===== src/ppp_pkg.sv =====
`default_nettype none
package ppp_pkg;

   localparam int WORD_W  = 32;
   localparam int CSR_W   = 64;
   localparam int NUM_REGS = 6;
   localparam int IDX_W   = 3;

   // Row sums stay below 2^(64 - FRAC_BITS) in magnitude; 57 bits hold them
   // for every fraction width down to 8.
   localparam int SUM_W   = 57;

   // Dividend magnitude (h << FRAC_BITS) fits below 2^76.
   localparam int NUM_W   = 76;

   // Quotients wider than this are clipped anyway.
   localparam int QUO_W   = 34;

   localparam logic [IDX_W-1:0] REG_ROW0_A = 3'd0;
   localparam logic [IDX_W-1:0] REG_ROW0_B = 3'd1;
   localparam logic [IDX_W-1:0] REG_ROW1_A = 3'd2;
   localparam logic [IDX_W-1:0] REG_ROW1_B = 3'd3;
   localparam logic [IDX_W-1:0] REG_ROW2_A = 3'd4;
   localparam logic [IDX_W-1:0] REG_ROW2_B = 3'd5;

   // Work carried down the divider chain, one beat per cell.
   typedef struct packed {
      logic                  valid;
      logic [NUM_W-1:0]      num_u;
      logic [NUM_W-1:0]      num_v;
      logic [SUM_W-1:0]      den;
      logic [SUM_W:0]        rem_u;
      logic [SUM_W:0]        rem_v;
      logic [QUO_W-1:0]      quo_u;
      logic [QUO_W-1:0]      quo_v;
      logic                  big_u;
      logic                  big_v;
      logic                  neg_u;
      logic                  neg_v;
      logic                  zero;
   } div_beat_type;

endpackage
`default_nettype wire


===== src/ppp_div_cell.sv =====
`default_nettype none
// One restoring-division step for both coordinates; the chain of these
// cells produces one quotient bit per cell.
module ppp_div_cell (
   input  wire logic                   clock,
   input  wire logic                   reset,
   input  wire logic                   advance,
   input  wire ppp_pkg::div_beat_type  beat_in,
   output ppp_pkg::div_beat_type       beat_out
);
   import ppp_pkg::*;

   div_beat_type beat_ff, beat_in_c;
   logic [SUM_W:0] ru, rv;

   always_comb begin
      beat_in_c = beat_in;
      ru = {beat_in.rem_u[SUM_W-1:0], beat_in.num_u[NUM_W-1]};
      rv = {beat_in.rem_v[SUM_W-1:0], beat_in.num_v[NUM_W-1]};
      beat_in_c.num_u = {beat_in.num_u[NUM_W-2:0], 1'b0};
      beat_in_c.num_v = {beat_in.num_v[NUM_W-2:0], 1'b0};
      beat_in_c.big_u = beat_in.big_u | beat_in.quo_u[QUO_W-1];
      beat_in_c.big_v = beat_in.big_v | beat_in.quo_v[QUO_W-1];
      beat_in_c.quo_u = {beat_in.quo_u[QUO_W-2:0], 1'b0};
      beat_in_c.quo_v = {beat_in.quo_v[QUO_W-2:0], 1'b0};
      if (ru >= {1'b0, beat_in.den}) begin
         ru = ru - {1'b0, beat_in.den};
         beat_in_c.quo_u[0] = 1'b1;
      end
      if (rv >= {1'b0, beat_in.den}) begin
         rv = rv - {1'b0, beat_in.den};
         beat_in_c.quo_v[0] = 1'b1;
      end
      beat_in_c.rem_u = ru;
      beat_in_c.rem_v = rv;
   end

   always_ff @(posedge clock) begin
      if (reset) begin
         beat_ff.valid <= 1'b0;
      end else if (advance) begin
         beat_ff <= beat_in_c;
      end
   end

   assign beat_out = beat_ff;

endmodule
`default_nettype wire


===== config.mk =====
export PLATFORM = sky130hd
export DESIGN_NAME = ppp_div_cell
export DESIGN_NICKNAME = d
export VERILOG_FILES = /design/src/ppp_pkg.sv /design/src/ppp_div_cell.sv
export SDC_FILE = /design/constraint.sdc
export NUM_CORES = 1
export LEC_CHECK = 0
export BUFFER_PORTS_ARGS = -buffer_cell sky130_fd_sc_hd__buf_4
export CAP_MARGIN = 0
export CORE_AREA = 2 2 314 316
export CTS_BUF_LIST = sky130_fd_sc_hd__clkbuf_8
export CTS_CLUSTER_DIAMETER = 60
export CTS_CLUSTER_SIZE = 8
export DETAILED_ROUTE_END_ITERATION = 10
export DIE_AREA = 0 0 316 318
export PLACE_DENSITY_LB_ADDON = 0.12
export SLEW_MARGIN = 20
export SYNTH_ARGS = -nofsm -noshare
export SYNTH_HDL_FRONTEND = slang
export SYNTH_SLANG_ARGS = --single-unit

===== constraint.sdc =====
create_clock -name clock -period 21.5 [get_ports clock]
set_clock_uncertainty 0.15 [all_clocks]
set_input_delay 0 -clock clock [delete_from_list [all_inputs] [get_ports clock]]
set_output_delay 0 -clock clock [all_outputs]
set_load 0.05 [all_outputs]

==> results of run 1 <==
==> cell families after synthesis <==
kind of cell | synth area share [%]
DFF | 58.7
adders and majority gates | 7.23
xor gates and xnor gates | 4.36
AOI/OAI and AO/OA | 15.9
other | 0.0185
muxes | 0.826
buffers and inverters | 3.51
and+or+nand+nor | 9.49
==> through the flow <==
step	instances	setup WS [ns]	utilization (%)
detailed placement	3775	15.74	28.4
global placement	3775	15.81	28.4
floorplan	1745	2.65	-
==> qor.yml, run 1 <==
synthesis:
  synth_top_area_share_pct: 58.6
  ys_top_cells_by_count: "396 x edfxtp_1, 181 x a21oi_1, 155 x nand2_1"
  syn_inst: 1744
  synth_cell_types: 71
  syn_area_um2: 20300
  synthMostInstantiatedCell: "edfxtp_1"
  ys.flop_type: "edfxtp_1"
  async_flop_share_pct: 0
  yosysWarnings: 0
  synth_top_area_cell: "edfxtp_1"
  synth-edff-count: 396
  synth.avg_cell_area_um2: 11.6
  ys_seq_elements: 397
  ys_top_cells_by_area: "edfxtp_1 59%, ha_1 7.0%, a21oi_1 4.5%"
  ys_seq_area_share_pct: 58.7
place:
  hpwlAfterDp_mm: 75.8
  portBuffers: 796
  placed_cell_area_um2: 27700
  gp_congestion: 0.871
clock_network:
  cts_setup_buffers: 0
  cts_buffer_depth: 3
  htreeDepth: 3
  cts.sinks: 397
  cts-resized-gates: 0
  clockRootBuffer: "clkbuf_8"
  hold_buffers: 776
  numCtsBuffers: 71
floorplanning:
  die_h_um: 318
  io_pins: 801
  initial_core_util_pct: 20.8
  die_width_um: 316
  row_count: 115
run_status:
  stop_stage: "clock tree synthesis"
  error: "[ERROR RSZ-0060] Max buffer count reached."
  outcome: "stopped before the end"
==> run 2: changes to the inputs <==
CORE_AREA = 2 2 315 317   (was 2 2 314 316)
CTS_BUF_LIST = unset   (was sky130_fd_sc_hd__clkbuf_8)
CTS_CLUSTER_DIAMETER = unset   (was 60)
CTS_CLUSTER_SIZE = unset   (was 8)
DIE_AREA = 0 0 317 319   (was 0 0 316 318)
PLACE_DENSITY_LB_ADDON = 0.15   (was 0.12)
==> run 2 against run 1 <==
Compared with the run above: the flow now finishes without violations; area after synthesis unchanged; synthesized cell count unchanged.
==> qor.yml, run 2 <==
run_status:
  outcome: "finished clean"  # was stopped before the end
sta:
  rsz0062_at_grt: "no"
  relSlewSlack_pct: 33.9
  period_share_pct: 27.9
  maxSlewViolCount: 0
  max_freq_ghz: 0.167
  worst_slack_ns: 15.51
  tns_ns: 0
  final.min_clock_period_ns: 5.99
  setup_viol: 0
  hold_viol_final: 0
  worst_pin_slew_ns: 0.991
clock_network:
  htreeDepth: 2  # was 3
  numCtsBuffers: 50  # was 71
  cts_tree: "done"
  hold_buffers: 702  # was 776
  clockRootBuffer: "clkbuf_16"  # was clkbuf_8
  cts_buffer_depth: 3  # unchanged
  cts_setup_buffers: 0  # unchanged
  clock_latency_ns: 0.61
  cts.sinks: 397  # unchanged
  cts-resized-gates: 0  # unchanged
  clk_pin_slew_ns: 0.06
route:
  num_vias: 19800
  vias_per_cell: 4.32
  drt_pre_antenna_iters: 5
  routed_wl_mm: 97.9
  wl_per_cell_um: 21.4
  drt-initial-drc-count: 1151
  antenna_left: 0
  drc: 0
synthesis:
  syn_area_um2: 20300  # unchanged
  ys_seq_area_share_pct: 58.7  # unchanged
  yosysWarnings: 0  # unchanged
  synth_top_area_share_pct: 58.6  # unchanged
  syn_inst: 1744  # unchanged
  synth_top_area_cell: "edfxtp_1"  # unchanged
  async_flop_share_pct: 0  # unchanged
  synth.avg_cell_area_um2: 11.6  # unchanged
  ys_seq_elements: 397  # unchanged
  synth_cell_types: 71  # unchanged
  synth-edff-count: 396  # unchanged
  ys.flop_type: "edfxtp_1"  # unchanged
  synthMostInstantiatedCell: "edfxtp_1"  # unchanged
  ys_top_cells_by_area: "edfxtp_1 59%, ha_1 7.0%, a21oi_1 4.5%"  # unchanged
  ys_top_cells_by_count: "396 x edfxtp_1, 181 x a21oi_1, 155 x nand2_1"  # unchanged
critical_path:
  ff2ff_setup_slack_ns: 20.19
  worstSetupPathType: "input pin to flop"
  endpoint_kind: "flop"
  critical_path_required_ns: 21.71
  cp.arrival_ns: 6.21
  reg2reg_depth: 3
  startpoint_type: "input pin"
  critPathMaxFanout: 54
finish:
  final_cell_mix: "809 x buf_4, 702 x dlygate4sd3_1, 396 x edfxtp_1"
  syn_to_final_growth_pct: 79.5
  multi_input_area_um2: 7690
  layout_commonest_cell: "buf_4"
  seqCellArea_um2: 11900
  final_nets: 3760
  largest_reg_flops: 397
  fillers: 9650
  drive_gt1_share_pct: 28.1
power_and_ir_drop:
  powerDensity_nw_per_um2: 73.1
  irDropWorstVdd_v: 0.0000518
  p_leak_nw: 15.2
floorplanning:
  io_pins: 801  # unchanged
  dieArea_um2: 101000
  row_count: 115  # unchanged
  initial_core_util_pct: 20.8  # about the same
  die_h_um: 319  # was 318 um
  die_width_um: 317  # was 316 um
  core_area_um2: 97700
global_routing:
  grt_usage_pct: 18.5
  grt_max_degree: 150
  grt_pass1_wl_mm: 138
  antenna_found_initial: 15
  grt_pass1_vias: 20500
  gr-total-overflow: 0
run:
  maxCapViolCount: 0
worst_hold_path:
  hold_class: "input pin to flop"
  whs_path_depth: 2
place:
  gp_congestion: 0.879  # was 0.871
  hpwlAfterDp_mm: 76.6  # was 75.8 mm
  portBuffers: 796  # unchanged
  pre_cts_ws_ns: 16.01  # was 15.74 ns
-- run 2: cell counts after synthesis --
Identical to the previous run, type by type.
-- run 2: cells by family (layout without fill, tap and decap cells) --
group / Yosys count / in the layout / share of synthesized area [%]
xor+xnor: 101 / 101 / 4.36
mux: 15 / 15 / 0.826
flops: 397 / 397 / 58.7
buf+inv: 170 / 1703 / 3.51
simple gates: 422 / 422 / 9.49
compound gates: 522 / 522 / 15.9
fa+ha+maj: 116 / 116 / 7.23
other cells: 1 / 11 / 0.0185
-- run 2: layout make-up --
class                      instances  share of cell area, %
timing repair buffer            1512                   36.0
sequential                       397                   32.7
multi-input combinational       1178                   21.1
tap                             1287                   4.42
clock buffer                      57                   3.51
clock inverter                    31                   1.10
inverter                         103                   1.06
antenna                            9                 0.0618
-- run 2: metal layers --
metal / vias to the layer above / track usage [%] / wire (um)
li1: 9483 / - / -
met1: 9480 / 21.3 / 39000
met2: 653 / 32.6 / 48200
met3: 129 / 4.53 / 6510
met4: 14 / 7.43 / 4190
met5: - / 0 / 97
-- run 2: report_power, final --
group / switching, mW / internal, mW
registers: 0.0196 / 0.931
clock network: 0.365 / 0.524
logic: 0.498 / 0.323
total: 0.883 / 1.78
-- run 2: stage by stage --
stage	instance area, um2	instances	utilization, %	hold WS, ns	total power [mW]
2_1_floorplan	20300	1745	-	-0.0776	1.43
3_3_place_gp	27700	3775	28.3	0.0293	1.67
3_5_place_dp	27700	3775	28.3	0.0293	1.67
4_1_cts	36400	4565	37.2	0.00528	2.70
5_1_grt	36400	4572	37.3	0.0321	2.78
6_report	36400	4574	37.3	0.0287	2.66
-- run 2: path summary, 6_finish.rpt --
kind	startpoint	to
worst max-delay path	beat_in[189]	beat_out[140]
worst max register to register	beat_out[398]	beat_out[398]
worst min register to register	beat_out[398]	beat_out[398]
worst min-delay path	beat_in[62]	beat_out[63]
-- run 2: worst max-delay path: stages --
cell and delay (ns):
dlygate4sd3_1 0.55, buf_4 0.17, ha_1 0.21, inv_1 0.07, fa_1 0.23, a211o_1 0.14
o211ai_1 0.20, a21o_1 0.30, o31a_1 0.33, o31ai_2 0.33, a31oi_1 0.30, o41ai_2 0.63
a21oi_1 0.36, o21ai_4 0.73, buf_4 0.61, mux2_2 0.40, dlygate4sd3_1 0.55
No activity file was read; power rests on OpenSTA's default activity.
==> run 3: changes to the inputs <==
clock period = 5.9 ns   (was 21.5 ns; I/O delays follow)
==> run 3 against run 2 <==
Compared with the run above: non-clock buffer count down 8; flip-flop and latch count unchanged; combinational power rose to 3.6 times the previous value; register-to-register slack worse by 16 ns; critical endpoint is now beat_out[141]; worst hold slack better by 0.011 ns; power rose to 3.6 times the previous value; largest cell class unchanged; routed wire length is 0.79% higher; sequential power rose to 3.6 times the previous value; clock power grew to 3.6 times the previous value; via count unchanged; core utilization is 0.051 points lower; clock-buffer cell count is 7 higher.
==> qor.yml, run 3 (same netlist as run 2, synthesis figures left out) <==
worst_hold_path:
  hold_class: "input pin to flop"  # unchanged
sta:
  hold_viol_final: 0  # unchanged
  max_freq_ghz: 0.196
  period_share_pct: 86.5
  setup_viol: 0  # unchanged
  hold_ws_ns: 0.0398  # was 0.0287 ns
  rsz0062_at_grt: "no"  # unchanged
  relSlewSlack_pct: 31.5  # was 33.9%
  worst_pin_slew_ns: 1.02  # was 0.991 ns
  final.min_clock_period_ns: 5.10
  maxSlewViolCount: 0  # unchanged
floorplanning:
  die_h_um: 319  # unchanged
  io_pins: 801  # unchanged
  dieArea_um2: 101000  # unchanged
  row_count: 115  # unchanged
  core_area_um2: 97700  # unchanged
  die_width_um: 317  # unchanged
  initial_core_util_pct: 20.8  # unchanged
critical_path:
  endpoint_kind: "flop"  # unchanged
  ff2ff_setup_slack_ns: 4.58  # was 20.19 ns
  critPathMaxFanout: 59  # was 54
  worstSetupPathType: "input pin to flop"  # unchanged
  startpoint_type: "input pin"  # unchanged
  critical_path_required_ns: 6.12  # was 21.71 ns
  cp.arrival_ns: 5.32  # was 6.21 ns
clock_network:
  cts-resized-gates: 0  # unchanged
  htreeDepth: 2  # unchanged
  numCtsBuffers: 51  # was 50
  cts_tree: "done"  # unchanged
  clockRootBuffer: "clkbuf_16"  # unchanged
  clock_latency_ns: 0.62  # was 0.61 ns
  clk_pin_slew_ns: 0.06  # about the same
  cts.sinks: 397  # unchanged
  cts_buffer_depth: 3  # unchanged
route:
  vias_per_cell: 4.32  # unchanged
  drt-initial-drc-count: 1325  # was 1151
  wl_per_cell_um: 21.6  # was 21.4 um
  routed_wl_mm: 98.7  # was 97.9 mm
  drt_pre_antenna_iters: 7  # was 5
  antenna_left: 0  # unchanged
  drc: 0  # unchanged
  num_vias: 19800  # unchanged
place:
  hpwlAfterDp_mm: 76.9  # was 76.6 mm
  dpl.cell_count: 3778  # was 3775
  gp_congestion: 0.847  # was 0.879
  placed_cell_area_um2: 27700  # about the same
  portBuffers: 796  # unchanged
finish:
  fin_cells: 4574  # unchanged
  seqCellArea_um2: 11900  # unchanged
  final_cell_mix: "809 x buf_4, 691 x dlygate4sd3_1, 396 x edfxtp_1"  # was 809 x buf_4, 702 x dlygate4sd3_1, 396 x edfxtp_1
  final_nets: 3753  # was 3760
  fin_area_um2: 36400  # about the same
  multi_input_area_um2: 7680  # was 7690 um2
  layout_commonest_cell: "buf_4"  # unchanged
  largest_reg_flops: 397  # unchanged
  fillers: 9632  # was 9650
  drive_gt1_share_pct: 28.2  # was 28.1%
  syn_to_final_growth_pct: 79.3  # was 79.5%
power_and_ir_drop:
  p_leak_nw: 15.2  # about the same
  powerDensity_nw_per_um2: 265  # was 73.1 nW/um2
  irDropWorstVdd_v: 0.000241  # was 0.0000518 V
global_routing:
  gr-total-overflow: 0  # unchanged
  grt_max_degree: 158  # was 150
  grt_pass1_wl_mm: 139  # was 138 mm
  grt_usage_pct: 18.8  # was 18.5%
  antenna_found_initial: 26  # was 15
  grt_pass1_vias: 20400  # was 20500
run_status:
  outcome: "finished clean"  # unchanged
run:
  maxCapViolCount: 0  # unchanged
-- run 3: cell types whose count changed in the layout (fill, tap and decap cells not counted), sizes merged, moves of 3 or more --
cell,delta
clkinv,+8
buf,+3
clkbuf,+7
clkinvlp,-6
diode,+3
dlygate4sd3,-11
-- run 3: metal layers --
metal  share of wire (%)  global-route usage [%]  vias to the layer above
met2                  48                    32.4                      675
met3                 7.1                    5.01                      173
li1                    -                       -                     9487
met5                0.17                       0                        -
met4                 4.8                    8.22                       28
met1                  39                    21.6                     9396
-- run 3: power by group --
part	total, mW	internal [mW]	switching, mW
combinational	2.98	1.17	1.82
sequential	3.47	3.39	0.0731
clock	3.20	1.88	1.32
-- run 3: cell type report --
| type | count | share of cell area, % |
|---|---|---|
| tap | 1287 | 4.43 |
| clock inverter | 29 | 0.908 |
| multi-input combinational | 1178 | 21.1 |
| clock buffer | 64 | 3.70 |
| sequential | 397 | 32.8 |
| antenna | 12 | 0.0826 |
| inverter | 103 | 1.06 |
| timing repair buffer | 1504 | 35.9 |
-- run 3: critical path: stages --
cell and delay, ns:
dlygate4sd3_1 0.57, buf_4 0.13, inv_1 0.04, ha_1 0.19
inv_1 0.07, fa_1 0.23, a211o_1 0.14, o211ai_1 0.24
a21o_1 0.32, o31a_1 0.33, o31ai_2 0.32, a31oi_1 0.32
o41ai_2 0.53, a21oi_1 0.35, o21ai_4 0.28, buf_12 0.25
mux2_2 0.37, dlygate4sd3_1 0.55
-- run 3: repair_timing --
action                                 CTS  global route
setup buffers                            0             0
endpoints found under the hold margin  541             0
setup endpoints to repair                0             0
hold buffers                           691             0
-- run 3: through the flow --
stage	setup WS, ns	TNS (ns)	util [%]	total power [mW]
detailed placement	1.35	0	28.4	6.10
CTS	0.914	0	37.2	9.78
floorplan	-0.599	-237.14	-	5.14
global route	0.596	0	37.2	10.1
finish	0.797	0	37.2	9.65
global placement	1.35	0	28.4	6.10
-- run 3: path summary, 6_finish.rpt --
check,from,end,cells past startpoint
setup / recovery,beat_in[397],beat_out[141],18
hold / removal,beat_in[6],beat_out[7],2
setup reg to reg,beat_out[398],beat_out[398],3
hold reg to reg,beat_out[398],beat_out[398],3
